**config.mk**
```make
export PLATFORM = sky130hd
export DESIGN_NAME = ssp_frame_store
export DESIGN_NICKNAME = d
export VERILOG_FILES = /design/src/rtl/shadow_stack_sampling_profiler_assert.svh /design/src/rtl/ssp_pkg.sv /design/src/rtl/ssp_frame_store.sv
export SDC_FILE = /design/constraint.sdc
export NUM_CORES = 2
export LEC_CHECK = 0
export BUFFER_PORTS_ARGS = -buffer_cell sky130_fd_sc_hd__buf_2
export CORE_ASPECT_RATIO = 1.2
export CORE_UTILIZATION = 28
export CTS_CLUSTER_DIAMETER = 120
export DETAILED_ROUTE_END_ITERATION = 16
export GPL_ROUTABILITY_DRIVEN = 0
export PLACE_DENSITY = 0.43
export SETUP_SLACK_MARGIN = 0.15
export SYNTH_ARGS = -nofsm -noshare
export SYNTH_HDL_FRONTEND = slang
export SYNTH_SLANG_ARGS = --single-unit
```
**constraint.sdc**
```tcl
create_clock -name i_clk -period 8.4 [get_ports i_clk]
set_input_delay 1.68 -clock i_clk [delete_from_list [all_inputs] [get_ports i_clk]]
set_output_delay 1.68 -clock i_clk [all_outputs]
set_load 0.01 [all_outputs]
```
**src/rtl/shadow_stack_sampling_profiler_assert.svh**
```systemverilog
// ----------------------------------------------------------------------------
// shadow stack sampling profiler assertion macros
// concurrent checks on a clock with a synchronous active-low reset
// ----------------------------------------------------------------------------
`ifndef SHADOW_STACK_SAMPLING_PROFILER_ASSERT_SVH
`define SHADOW_STACK_SAMPLING_PROFILER_ASSERT_SVH
`ifndef SYNTHESIS
`define SSP_ASSERT(label, clk, rst_n, prop, msg) \
    label: assert property (@(posedge clk) disable iff (!rst_n) prop) else $error(msg);
`define SSP_ASSERT_NEXT(label, clk, rst_n, pre, post, msg) \
    label: assert property (@(posedge clk) disable iff (!rst_n) pre |=> post) else $error(msg);
`else
`define SSP_ASSERT(label, clk, rst_n, prop, msg)
`define SSP_ASSERT_NEXT(label, clk, rst_n, pre, post, msg)
`endif
`endif

```
**src/rtl/ssp_pkg.sv**
```systemverilog
// ----------------------------------------------------------------------------
// ssp_pkg
// shared types, codes and constants of the shadow stack sampling profiler
// ----------------------------------------------------------------------------
`timescale 1ns / 1ps
package ssp_pkg;

    localparam int SSP_STACK_DEPTH = 32;

    localparam int DIV_W   = 64;
    localparam int DEN_W   = 48;
    localparam int DIV_CW  = $clog2(DIV_W + 1);

    // command codes
    localparam logic [2:0] CMD_ENTER = 3'd0;
    localparam logic [2:0] CMD_LEAVE = 3'd1;
    localparam logic [2:0] CMD_EXC   = 3'd2;
    localparam logic [2:0] CMD_POINT = 3'd3;
    localparam logic [2:0] CMD_TAIL  = 3'd4;

    // status codes
    localparam logic [2:0] ST_OK        = 3'd0;
    localparam logic [2:0] ST_OVERFLOW  = 3'd1;
    localparam logic [2:0] ST_UNDERFLOW = 3'd2;
    localparam logic [2:0] ST_ZERO_PTR  = 3'd3;
    localparam logic [2:0] ST_ABOVE_TOP = 3'd4;
    localparam logic [2:0] ST_MISMATCH  = 3'd5;

    // result kinds
    localparam logic KIND_RECORD = 1'b0;
    localparam logic KIND_STATUS = 1'b1;

    // register map
    localparam logic REG_SAMPLE_INTERVAL = 1'b0;

    localparam logic [31:0] INTERVAL_RESET = 32'd10000;
    localparam logic [33:0] TERM_CAP       = 34'h3_0000_0000;

    // divide by three: reciprocal for a 32-bit word, thirds of 2^32
    localparam logic [31:0] RECIP_THREE     = 32'hAAAA_AAAB;
    localparam logic [31:0] THIRD_2_32      = 32'h5555_5555;
    localparam logic [31:0] TWO_THIRDS_2_32 = 32'hAAAA_AAAA;

    typedef struct packed {
        logic [2:0]  command;
        logic [31:0] method_id;
        logic [31:0] target_method;
        logic [31:0] stack_ptr;
        logic [47:0] stamp;
    } t_in_beat;

    typedef struct packed {
        logic        kind;
        logic [31:0] rec_method;
        logic [47:0] rec_start;
        logic [2:0]  status;
        logic        last;
    } t_out_beat;

    typedef struct packed {
        logic [31:0] method;
        logic [31:0] sp;
        logic [47:0] start;
    } t_frame;

    typedef struct packed {
        logic             start;
        logic [DIV_W-1:0] dividend;
        logic [DEN_W-1:0] divisor;
    } t_div_req;

    typedef struct packed {
        logic             done;
        logic [DIV_W-1:0] quotient;
    } t_div_rsp;

endpackage

```
**src/rtl/ssp_frame_store.sv**
```systemverilog
// ----------------------------------------------------------------------------
// ssp_frame_store
// frame memory: method, pointer and start stamp, one write and one read port
// ----------------------------------------------------------------------------
`timescale 1ns / 1ps
module ssp_frame_store #(
    parameter int STACK_DEPTH = ssp_pkg::SSP_STACK_DEPTH
) (
    input  logic                           i_clk,
    input  logic                           i_we,
    input  logic [$clog2(STACK_DEPTH)-1:0] i_waddr,
    input  ssp_pkg::t_frame                i_wdata,
    input  logic [$clog2(STACK_DEPTH)-1:0] i_raddr,
    output ssp_pkg::t_frame                o_rdata
);
    import ssp_pkg::*;

    t_frame r_mem [STACK_DEPTH];
    t_frame r_rdata;

    always_ff @(posedge i_clk) begin
        if (i_we) begin
            r_mem[i_waddr] <= i_wdata;
        end
    end

    always_ff @(posedge i_clk) begin
        r_rdata <= r_mem[i_raddr];
    end

    assign o_rdata = r_rdata;

endmodule

```
**Word-level counts from Yosys, hierarchy flattened**

Memories as Yosys holds them, arrays and structs flattened. A register that Yosys moved wholly into a read port is not among the register bits.
Index checks and enable logic that the tools add are counted.

- Memory bits (writable): 3,584
- Memories: 1
- Output and inout port bits: 112
- Bits of input ports: 124
- Word-level logic and storage cells: 3
- Flip-flop bits (word level): 0

Memories:

| name | depth | width | read ports | clocked after Yosys merged registers in | write ports | line | text |
|---|---|---|---|---|---|---|---|
| r_mem | 32 | 112 | 1 | 1 | 1 | ssp_frame_store.sv:18 | `t_frame r_mem [STACK_DEPTH];` |

- Mux-type cells: 2

Operators by type and width:

| cell | number |
|---|---|
| $mux 1 | 2 |

**Logic depth before layout (Yosys ltp)**

- Depth after elaboration: 2
- Depth in mapped cells: 9
- Gate-level depth less buffers: 4

**Least setup slack after synthesis**

OpenSTA, ideal clock, no wires.

- Path type: input-to-reg
- Start: in i_waddr[1]
- End: mem r_mem[12][0] (netlist name), enable pin
- Setup time: 0.584 ns
- Arrival: 7.000 ns
- Path buffers: 1
- Stages: 3
- Data required time: 7.816 ns
- Slack: 0.816 ns
- Cells stage by stage: or3b_2 clkbuf_1 nor2_1

RTL lines:

| what | line | text |
|---|---|---|
| from (decl) | ssp_frame_store.sv:11 | `input logic [$clog2(STACK_DEPTH)-1:0] i_waddr,` |
| to (decl) | ssp_frame_store.sv:18 |  |

Straight into the memory's write port.

==> results.sh <==
export IMPL_status="complete, no violations"
export IMPL_grt_max_degree=126
export IMPL_design_area_um2=160000
export IMPL_worstPathRequired_ns=9.19
export IMPL_grt_pass1_wl_um=575000
export IMPL_rows=282
export IMPL_cts_made_buffers=390
export IMPL_cts_setup_buffers=0
export IMPL_cell_internal_pwr_mw=30.9
export IMPL_io_pins=236
export IMPL_worstSkewPairLatency_ns=0.98
export IMPL_synth_most_common_cell="edfxtp_1"
export IMPL_power_total_mw=39.5
export IMPL_comb_power_share=0.045
export IMPL_drive_gt1_frac=0.201
export IMPL_placed_area_um2=148000
export IMPL_drv_cap=0
export IMPL_final_hold_viol_count=0
export IMPL_ys_flop_type="edfxtp_1"
export IMPL_r2r_slack_ns=6.78
export IMPL_min_path_cells=4
export IMPL_async_flop_share=0
export IMPL_antenna_found_initial=78
export IMPL_synth_edff_count=3584
export IMPL_period_needed_ns=4.12
export IMPL_ant_nets=0
export IMPL_synth_avg_cell_area_um2=21.2
export IMPL_final_nets=7074
export IMPL_synth_cells=6524
export IMPL_dieArea_um2=497000
export IMPL_root_buffer="clkbuf_16"
export IMPL_synth_warnings=0
export IMPL_netlist_area_um2=138000
export IMPL_slew_limit_headroom=0.131
export IMPL_viasPerCell=4.90
export IMPL_arrival_ns=4.91
export IMPL_post_dp_hpwl_um=210000
export IMPL_synthTopCellsByCount="3584 x edfxtp_1, 896 x mux2i_1, 594 x a22oi_1"
export IMPL_drc_errors=0
export IMPL_dieHeight_um=772
export IMPL_startpoint_type="primary input"
export IMPL_met2_usage=0.285
export IMPL_yosysTopAreaCell="edfxtp_1"
export IMPL_worstHoldPathType="reg -> reg"
export IMPL_cts_tree="built"
export IMPL_clock_fmax_ghz=0.243
export IMPL_busiest_layer="met2"
export IMPL_leakage_nw=51.5
export IMPL_ir_drop_v=0.000173
export IMPL_path_max_fanout=103
export IMPL_rsz0062_at_grt="no"
export IMPL_worst_slew_pin_slew_ns=1.30
export IMPL_switching_share=0.216
export IMPL_yosysSeqAreaShare=0.795
export IMPL_power_frac_seq=0.524
export IMPL_worst_hold_startpoint="r_mem[19][107]"
export IMPL_post_route_period_util=0.490
export IMPL_synth_distinct_cells=31
export IMPL_crit_path_end_kind="flop"
export IMPL_grt_pass1_vias=70026
export IMPL_setup_violations=0
export IMPL_first_iter_violations=6358
export IMPL_ys_top_cells_by_area="edfxtp_1 78%, mux4_2 7.3%, mux2i_1 6.5%"
export IMPL_r2r_end="o_rdata[19]"
export IMPL_powerDensity_nw_per_um2=246
export IMPL_clockPowerShare=0.431
export IMPL_overflow=0
export IMPL_rr_worst_depth=3
export IMPL_slew_violations=0
export IMPL_p_switching_mw=8.54
export IMPL_cts_hold_buf=0
export IMPL_hold_path_endpoint="o_rdata[107]"
export IMPL_wl_per_cell_um=30.4
export IMPL_reg2reg_from="r_mem[11][19]"
export IMPL_vias=67767
export IMPL_cts_resized=0
export IMPL_clock_sinks=3696
export IMPL_synth_top_cell_area_share=0.779
export IMPL_ys_ff_latch=3696
export IMPL_met1_usage=0.215
export IMPL_portBuffers=235
export IMPL_first_pass_iters=5
export IMPL_use_met3=0.0296
export IMPL_fin_skew_ns=0.0689
export IMPL_initial_utilization=0.281
export IMPL_syn_nets=6648
export IMPL_coreArea_um2=492000
export IMPL_fillers=46464
export IMPL_dieWidth_um=643
export IMPL_cts_buffer_depth=4
export IMPL_areaGrowthSynthToFinish_pct=16.1
export IMPL_setup_worst_path_class="in -> reg"
export IMPL_clk_pin_slew_ns=0.06
export IMPL_grt_usage=0.165
export IMPL_htree_levels=5
export IMPL_fin_setup_tns_ns=0
export IMPL_drt_total_wl_um=420000
[metal layers]
metal,wire length [um],share of wire,vias up
met5,187,0.00045,-
met4,9430,0.022,30
met3,23000,0.055,565
met2,210000,0.50,1883
met1,177000,0.42,36975
li1,-,-,28314
[stage by stage]
| stage | setup slack [ns] | util | cells | hold WS [ns] |
|---|---|---|---|---|
| global placement | 3.33 | 0.301 | 13090 | 0.639 |
| detailed placement | 3.30 | 0.301 | 13090 | 0.646 |
| CTS | 4.35 | 0.326 | 13813 | 0.655 |
| global route | 4.18 | 0.326 | 13821 | 0.717 |
| finish | 4.28 | 0.327 | 13839 | 0.659 |
| floorplan | 0.816 | - | 6524 | 0.549 |
[layout make-up]
type / count / area, um^2 / share of cell area
clock inverter: 202 / 1740 / 0.0109
clock buffer: 521 / 10800 / 0.0671
sequential: 3696 / 110000 / 0.685
inverter: 1 / 3.75 / 0.0000234
antenna: 26 / 65.1 / 0.000405
multi-input combinational: 2455 / 26900 / 0.168
timing repair buffer: 406 / 2980 / 0.0186
tap: 6532 / 8170 / 0.0509
[kinds of logic (layout without fill, tap and decap cells)]
group	after synthesis	in the layout	synth area share
DFF	3696	3696	0.795
muxes	1344	1344	0.138
AOI/OAI and AO/OA	734	734	0.0397
and+or+nand+nor	377	377	0.0140
buffers and inverters	373	1130	0.0137
other	0	26	0
[critical path, stage by stage]
cell,delay [ns]
buf_12,0.36
buf_4,0.71
and2_4,0.68
buf_12,0.63
a22oi_1,0.15
a31oi_1,0.24
nand3_1,0.10
[worst max-delay path by stage]
| stage | startpoint | to | slack, ns | cells past startpoint |
|---|---|---|---|---|
| 2_1_floorplan | i_waddr[1] | r_mem[12][0] | 0.82 | 3 |
| 3_3_place_gp | i_raddr[0] | o_rdata[101] | 3.33 | 7 |
| 3_5_place_dp | i_raddr[0] | o_rdata[57] | 3.30 | 7 |
| 4_1_cts | i_raddr[0] | o_rdata[57] | 4.35 | 7 |
| 5_1_grt | i_raddr[0] | o_rdata[101] | 4.18 | 7 |
| 6_report | i_raddr[0] | o_rdata[98] | 4.28 | 7 |
[power by group through the flow]
| stage | clock network, mW | logic (mW) | registers (mW) |
|---|---|---|---|
| after CTS | 17.5 | 1.84 | 20.7 |
| after global routing | 18.1 | 1.93 | 20.7 |
| final | 17.0 | 1.79 | 20.7 |
| after floorplan | 0 | 0.949 | 21.0 |
| after detailed placement | 0 | 1.84 | 21.1 |
| after global placement | 0 | 1.81 | 21.1 |
[cell usage in the layout (no fill, tap or decap), drive strengths merged]
| master | synthesis | routed |
|---|---|---|
| edfxtp | 3584 | 3584 |
| mux2i | 896 | 896 |
| a22oi | 594 | 594 |
| clkbuf | 149 | 521 |
| mux4 | 448 | 448 |
| buf | 223 | 406 |
| nand3 | 226 | 226 |
| clkinv | 0 | 148 |
| dfxtp | 112 | 112 |
| a22o | 62 | 62 |
| a31oi | 62 | 62 |
| nand4 | 50 | 50 |
| nor2 | 46 | 46 |
| bufinv | 0 | 27 |
| diode | 0 | 26 |
| nor2b | 15 | 15 |
| nand2 | 14 | 14 |
| clkinvlp | 0 | 14 |
| inv | 1 | 14 |
| a21oi | 11 | 11 |
| and2 | 10 | 10 |
| a32oi | 5 | 5 |
| nand3b | 5 | 5 |
| nor3 | 5 | 5 |
| or3b | 2 | 2 |
| and3b | 1 | 1 |
| and3 | 1 | 1 |
| nand2b | 1 | 1 |
| or3 | 1 | 1 |
[sequential cells by signal, indices dropped and copies added, names as in the netlist]
| signal | flops |
|---|---|
| r_mem | 3584 |
| o_rdata | 112 |
No activity file was read; power rests on OpenSTA's default activity.
