===== src/rtl/shadow_stack_sampling_profiler_assert.svh =====
// ----------------------------------------------------------------------------
// shadow stack sampling profiler assertion macros
// concurrent checks on a clock with a synchronous active-low reset
// ----------------------------------------------------------------------------
`ifndef SHADOW_STACK_SAMPLING_PROFILER_ASSERT_SVH
`define SHADOW_STACK_SAMPLING_PROFILER_ASSERT_SVH
`ifndef SYNTHESIS
`define SSP_ASSERT(label, clk, rst_n, prop, msg) \
    label: assert property (@(posedge clk) disable iff (!rst_n) prop) else $error(msg);
`define SSP_ASSERT_NEXT(label, clk, rst_n, pre, post, msg) \
    label: assert property (@(posedge clk) disable iff (!rst_n) pre |=> post) else $error(msg);
`else
`define SSP_ASSERT(label, clk, rst_n, prop, msg)
`define SSP_ASSERT_NEXT(label, clk, rst_n, pre, post, msg)
`endif
`endif


===== src/rtl/ssp_pkg.sv =====
// ----------------------------------------------------------------------------
// ssp_pkg
// shared types, codes and constants of the shadow stack sampling profiler
// ----------------------------------------------------------------------------
`timescale 1ns / 1ps
package ssp_pkg;

    localparam int SSP_STACK_DEPTH = 32;

    localparam int DIV_W   = 64;
    localparam int DEN_W   = 48;
    localparam int DIV_CW  = $clog2(DIV_W + 1);

    // command codes
    localparam logic [2:0] CMD_ENTER = 3'd0;
    localparam logic [2:0] CMD_LEAVE = 3'd1;
    localparam logic [2:0] CMD_EXC   = 3'd2;
    localparam logic [2:0] CMD_POINT = 3'd3;
    localparam logic [2:0] CMD_TAIL  = 3'd4;

    // status codes
    localparam logic [2:0] ST_OK        = 3'd0;
    localparam logic [2:0] ST_OVERFLOW  = 3'd1;
    localparam logic [2:0] ST_UNDERFLOW = 3'd2;
    localparam logic [2:0] ST_ZERO_PTR  = 3'd3;
    localparam logic [2:0] ST_ABOVE_TOP = 3'd4;
    localparam logic [2:0] ST_MISMATCH  = 3'd5;

    // result kinds
    localparam logic KIND_RECORD = 1'b0;
    localparam logic KIND_STATUS = 1'b1;

    // register map
    localparam logic REG_SAMPLE_INTERVAL = 1'b0;

    localparam logic [31:0] INTERVAL_RESET = 32'd10000;
    localparam logic [33:0] TERM_CAP       = 34'h3_0000_0000;

    // divide by three: reciprocal for a 32-bit word, thirds of 2^32
    localparam logic [31:0] RECIP_THREE     = 32'hAAAA_AAAB;
    localparam logic [31:0] THIRD_2_32      = 32'h5555_5555;
    localparam logic [31:0] TWO_THIRDS_2_32 = 32'hAAAA_AAAA;

    typedef struct packed {
        logic [2:0]  command;
        logic [31:0] method_id;
        logic [31:0] target_method;
        logic [31:0] stack_ptr;
        logic [47:0] stamp;
    } t_in_beat;

    typedef struct packed {
        logic        kind;
        logic [31:0] rec_method;
        logic [47:0] rec_start;
        logic [2:0]  status;
        logic        last;
    } t_out_beat;

    typedef struct packed {
        logic [31:0] method;
        logic [31:0] sp;
        logic [47:0] start;
    } t_frame;

    typedef struct packed {
        logic             start;
        logic [DIV_W-1:0] dividend;
        logic [DEN_W-1:0] divisor;
    } t_div_req;

    typedef struct packed {
        logic             done;
        logic [DIV_W-1:0] quotient;
    } t_div_rsp;

endpackage


===== src/rtl/ssp_divider.sv =====
// ----------------------------------------------------------------------------
// ssp_divider
// restoring divider, one quotient bit per cycle, 64 by 48 bits
// ----------------------------------------------------------------------------
`timescale 1ns / 1ps
module ssp_divider (
    input  logic              i_clk,
    input  logic              i_rst_n,
    input  ssp_pkg::t_div_req i_req,
    output ssp_pkg::t_div_rsp o_rsp
);
    import ssp_pkg::*;

    logic              r_busy;
    logic              r_done;
    logic [DIV_CW-1:0] r_cnt;
    logic [DEN_W-1:0]  r_rem;
    logic [DIV_W-1:0]  r_quo;
    logic [DEN_W-1:0]  r_den;

    logic [DEN_W:0]    w_shift;
    logic [DEN_W:0]    w_diff;
    logic              w_ge;

    assign w_shift = {r_rem, r_quo[DIV_W-1]};
    assign w_ge    = w_shift >= {1'b0, r_den};
    assign w_diff  = w_shift - {1'b0, r_den};

    always_ff @(posedge i_clk) begin
        if (!i_rst_n) begin
            r_busy <= 1'b0;
            r_done <= 1'b0;
            r_cnt  <= '0;
        end else begin
            r_done <= 1'b0;
            if (i_req.start) begin
                r_busy <= 1'b1;
                r_cnt  <= DIV_CW'(DIV_W);
            end else if (r_busy) begin
                r_cnt <= r_cnt - 1'b1;
                if (r_cnt == DIV_CW'(1)) begin
                    r_busy <= 1'b0;
                    r_done <= 1'b1;
                end
            end
        end
    end

    always_ff @(posedge i_clk) begin
        if (i_req.start) begin
            r_rem <= '0;
            r_quo <= i_req.dividend;
            r_den <= i_req.divisor;
        end else if (r_busy) begin
            r_rem <= w_ge ? w_diff[DEN_W-1:0] : w_shift[DEN_W-1:0];
            r_quo <= {r_quo[DIV_W-2:0], w_ge};
        end
    end

    assign o_rsp.done     = r_done;
    assign o_rsp.quotient = r_quo;

endmodule


===== config.mk =====
export PLATFORM = sky130hd
export DESIGN_NAME = ssp_divider
export DESIGN_NICKNAME = d
export VERILOG_FILES = /design/src/rtl/shadow_stack_sampling_profiler_assert.svh /design/src/rtl/ssp_pkg.sv /design/src/rtl/ssp_divider.sv
export SDC_FILE = /design/constraint.sdc
export NUM_CORES = 1
export LEC_CHECK = 0
export BUFFER_PORTS_ARGS = -buffer_cell sky130_fd_sc_hd__buf_2
export CAP_MARGIN = 20
export CORE_AREA = 4 4 130 132
export DETAILED_ROUTE_END_ITERATION = 8
export DIE_AREA = 0 0 134 136
export PLACE_DENSITY = 0.83
export SLEW_MARGIN = 20
export SYNTH_ARGS = -nofsm -noshare
export SYNTH_HDL_FRONTEND = slang
export SYNTH_SLANG_ARGS = --single-unit

===== constraint.sdc =====
create_clock -name i_clk -period 7.75 [get_ports i_clk]
set_clock_uncertainty 0.15 [all_clocks]
set_input_delay 0.775 -clock i_clk [delete_from_list [all_inputs] [get_ports i_clk]]
set_output_delay 0.775 -clock i_clk [all_outputs]
set_load 0.05 [all_outputs]

After elaboration in Yosys (flattened, before gate mapping)
Index checks and enable logic that the tools add are counted.

storage, ports and cells
  word-level logic and storage cells = 25
  input bits = 115
  register bits after elaboration = 169
  output and inout port bits = 65

cells by class
  equality and inequality tests = 1
  $add $sub $neg = 2
  reduce and logical (&&, ||, !) cells = 3
  bitwise logic cells = 2
  multiplexer cells = 9
  $lt $le $gt $ge = 1

operators by type and width
  cell                                              number
  two-way mux 64 bit                                2
  >= comparator 49 x 48 -> 1 bit                    1
  two-way mux 48 bit                                1
  subtractor 48 bit                                 1
  two-way mux 7 bit                                 2
  == test 7 x 1 -> 1 bit, second input constant     1
  subtractor 7 x 1 -> 7 bit, second input constant  1
  two-way mux 1 bit                                 4
  OR reduction 3 bit                                1
  NOT 1 bit                                         2
  nonzero test 2 bit                                1
  OR reduction 2 bit                                1

Longest topological paths before layout
  depth in word-level cells = 4
  depth in mapped cells = 15
  depth with buffers taken out = 13

Worst setup path after synthesis
No wires, ideal clock.

  path kind = input port to flip-flop
  start = input i_req[112] in the netlist's numbering
  end = register r_quo[0], enable pin
  setup slack = 4.545 ns
  stages on the path = 4
  data arrival time = 2.637 ns
  path through = clkbuf_1 clkbuf_1 nor2_1 inv_1

on the way
  longest elaborated chain between the ends = 1

ends and longest elaborated chain
  element                       RTL line           text
  from (decl)                   ssp_divider.sv:9   input ssp_pkg::t_div_req i_req,
  nonzero test 2 bit (no line)  n/a
  to (signal assigned)          ssp_divider.sv:52  r_quo <= i_req.dividend;
  to (signal assigned)          ssp_divider.sv:56  r_quo <= {r_quo[DIV_W-2:0], w_ge};
  to (decl)                     ssp_divider.sv:18  logic [DIV_W-1:0] r_quo;

No other way between the ends.
A chain may end at the register's enable or synchronous reset.

Worst setup path in the final report
  start = register r_rem[5]
  end = register r_rem[27]

on the way
  longest elaborated chain between the ends = 2
  elaborated cells between the ends (all ways) = 3

ends and longest elaborated chain
  element                                                                     RTL line                              text
  from (decl)                                                                 ssp_divider.sv:17                     logic [DEN_W-1:0] r_rem;
  from (signal assigned)                                                      ssp_divider.sv:55                     r_rem <= w_ge ? w_diff[DEN_W-1:0] : w_shift[DEN_W-1:0];
  subtractor 48 bit / >= comparator 49 x 48 -> 1 bit (equally long branches)  ssp_divider.sv:27, ssp_divider.sv:26
  two-way mux 48 bit (*)                                                      ssp_divider.sv:55

Every way passes the cells marked *; elsewhere a longest branch is shown, timed or not.

==> qor.csv <==
metric;value;unit
cell area after placement;10490;µm²
met3 Use GR;0.06144;
Gate Count Post-Synth;919;
drt via density;5.696;
Ports;180;
core area;15710;µm²
post-synthesis register bit count;169;
Worst Path Required;7.89;ns
Post-Syn Area;9492;µm²
CTS Hold Bufs;0;
global-route met1 utilization;0.3057;
WS Path Type;flip-flop to flip-flop;
width of the die;134;µm
Initial DRC Count;487;
Max VDD drop;0.1716;mV
proportion of layout cells with a drive suffix above 1;0.2732;
Worst setup EP type;flip-flop;
fin crit share;0.4979;
deepest clock path buffer count;2;
worst-path fanout max;59;
Setup-failing EPs final;0;
# Post-CTS Setup Buffers;0;
cell taking the most area after synthesis;edfxtp_1;
first-pass GRT wire length;35130;µm
CP arrival;4.00;ns
later-pin clock latency in the skew report;0.44;ns
Max-Cap Viols;0;
PD cells;233.4;nW/µm²
initial core utilization;0.6041;
Rel. slew slack;0.3484;
clk slew on worst S/H paths;0.07;ns
count of different cell masters after synthesis;75;
diode count;0;
most used routing layer;met2;
WHS;0.3511;ns
Leak;4.650;nW
Main synth FF type;edfxtp_1;
Detail Route Antenna Nets;0;
first drt pass iteration count;5;
nature of the critical path startpoint;flip-flop;
synth top area cells;edfxtp_1 35%, dfxtp_1 12%, mux2_2 7.7%;
Area Growth Syn to Fin;16.23;%
outcome;complete, no violations;
initial antenna violation count;0;
# resized after CTS;0;
final worst path period need;3.859;ns
Tot GR Track Use;0.2375;
CTS HTree Levels;4;
met2 usage;0.3995;
unrepaired setup endpoints after global routing;no;
EDFF count, synth;112;
Vias;7422;
clk root buf;clkbuf_16;
gr ovfl total;0;
PortBufs;179;
Avg Inst Size Synth;10.33;µm²
Synth top area share;0.3543;
Hold Path Class;flip-flop to flip-flop;
die footprint;18220;µm²
nets;1240;
largest net degree at the start of global routing;112;
CTS tree;yes;
Total Routed Length;20970;µm
CTS Buf Count;17;
post-synthesis sequential area ratio;0.4746;
post-route setup TNS;0;ns
clock sink count;169;
FFs w/ async S/R, synth;0;
residual DRC count;0;
vias in the first global route;7265;
post-layout instance area;11030;µm²
number of synthesis warnings;0;
Hold Fails Final Rpt;0;
measured slew at the worst slew-check pin;0.9774;ns
Rows;46;
wire per inst;16.09;µm
Post-DP HPWL;15010;µm
f_max;259.2;MHz
Final GP Congestion;0.9312;
Net Count, Synth;1085;
Max Transition Viols Final;0;
Die Span Y;136;µm
[cell families (layout without fill, tap and decap cells)]
group           count (synthesis)  after routing  synth area share
compound gates                234            234            0.1645
simple gates                  228            228            0.1115
flops                         169            169            0.4746
buf+inv                       113            281           0.04759
mux                            81             81           0.09412
fa+ha+maj                      51             51           0.06802
xor+xnor                       43             43           0.03968
[per-stage QoR]
| step | setup WS, ns | util | power, W | std cells |
|---|---|---|---|---|
| floorplan | 4.545 | - | 0.001634 | 919 |
| global placement | 4.009 | 0.6677 | 0.001778 | 1271 |
| detailed placement | 3.912 | 0.6677 | 0.001793 | 1271 |
| CTS | 3.905 | 0.7021 | 0.002588 | 1303 |
| global route | 3.697 | 0.7021 | 0.002699 | 1303 |
| finish | 3.891 | 0.7021 | 0.002575 | 1303 |
[per-layer routing]
layer | part of all wire | up-vias
met5 | 0 | -
met1 | 0.43 | 3495
met3 | 0.065 | 26
met2 | 0.49 | 231
met4 | 0.013 | 0
li1 | - | 3670
[cell type report]
type,instances,area (µm²)
fillers,1183,4681
multi-input cells,637,4536
flip-flops and latches,169,4506
repair buffers,183,932.1
clock buffers,18,429.2
well taps,216,270.3
inverters,66,247.7
clock inverters,14,111.4
[final timing paths]
| kind | slack, ns | to | depth (start not counted) | from |
|---|---|---|---|---|
| setup / recovery | 3.89 | r_rem[27] | 12 | r_rem[5] |
| hold / removal | 0.35 | r_rem[34] | 2 | r_rem[34] |
| hold reg to reg | 0.35 | r_rem[34] | 2 | r_rem[34] |
| setup reg to reg | 3.89 | r_rem[27] | 12 | r_rem[5] |
[where the power goes]
| part | total [W] | internal [W] | switching, W | leakage [nW] |
|---|---|---|---|---|
| registers | 0.00110 | 0.00105 | 0.0000453 | 1.58 |
| logic | 0.000679 | 0.000246 | 0.000433 | 2.80 |
| clock network | 0.000796 | 0.000418 | 0.000378 | 0.265 |
[sequential cells by signal, summed over array words and instances (netlist names)]
signal  count
r_quo      64
r_den      48
r_rem      48
r_cnt       7
r_busy      1
r_done      1
[layout by cell type (no fill, tap or decap), types with 3 or more instances in the layout]
master	count
nand4_1	12
buf_2	178
a31oi_1	8
o21bai_1	9
nor3b_1	3
buf_4	4
a211oi_1	22
inv_6	4
o21a_1	12
or3_1	4
mux2i_1	15
inv_8	3
mux2_2	65
o21ai_1	22
and3_1	7
nand3_1	8
inv_1	64
dfxtp_1	56
a22oi_1	4
a21oi_1	67
nor2b_1	8
edfxtp_1	112
xor2_1	10
nand2b_1	7
nor3_1	15
a21o_1	10
clkinv_2	3
nor2_1	78
o211ai_1	23
o21ai_0	25
clkbuf_16	17
xnor2_1	33
ha_1	50
nand2_1	71
[cell usage after synthesis (all sizes together) (3+ instances only)]
| cell type | n |
|---|---|
| o211ai | 23 |
| xor2 | 10 |
| nor2 | 79 |
| mux2i | 15 |
| o21bai | 9 |
| edfxtp | 112 |
| xnor2 | 33 |
| nand2 | 71 |
| a21o | 10 |
| a21oi | 69 |
| a211oi | 22 |
| ha | 50 |
| nand4 | 12 |
| nor3b | 3 |
| buf | 12 |
| nor3 | 16 |
| o21a | 12 |
| dfxtp | 57 |
| a21boi | 3 |
| o21ai | 47 |
| nand3 | 8 |
| or3 | 5 |
| nand2b | 7 |
| clkbuf | 35 |
| a31oi | 8 |
| o31a | 3 |
| a22oi | 4 |
| mux2 | 66 |
| and3 | 7 |
| o31ai | 3 |
| nor2b | 8 |
| inv | 66 |
[critical path, cell delays in order, from the launching register on]
cell	delay, ns
dfxtp_1	0.33
ha_1	0.36
a21o_1	0.22
or3_4	0.34
o2111ai_4	0.26
a211o_2	0.19
a21oi_2	0.08
o31ai_4	0.24
buf_4	0.52
inv_2	0.40
mux2_1	0.42
mux2i_1	0.14
nor2_1	0.06
(Power assumes the default switching activity.)
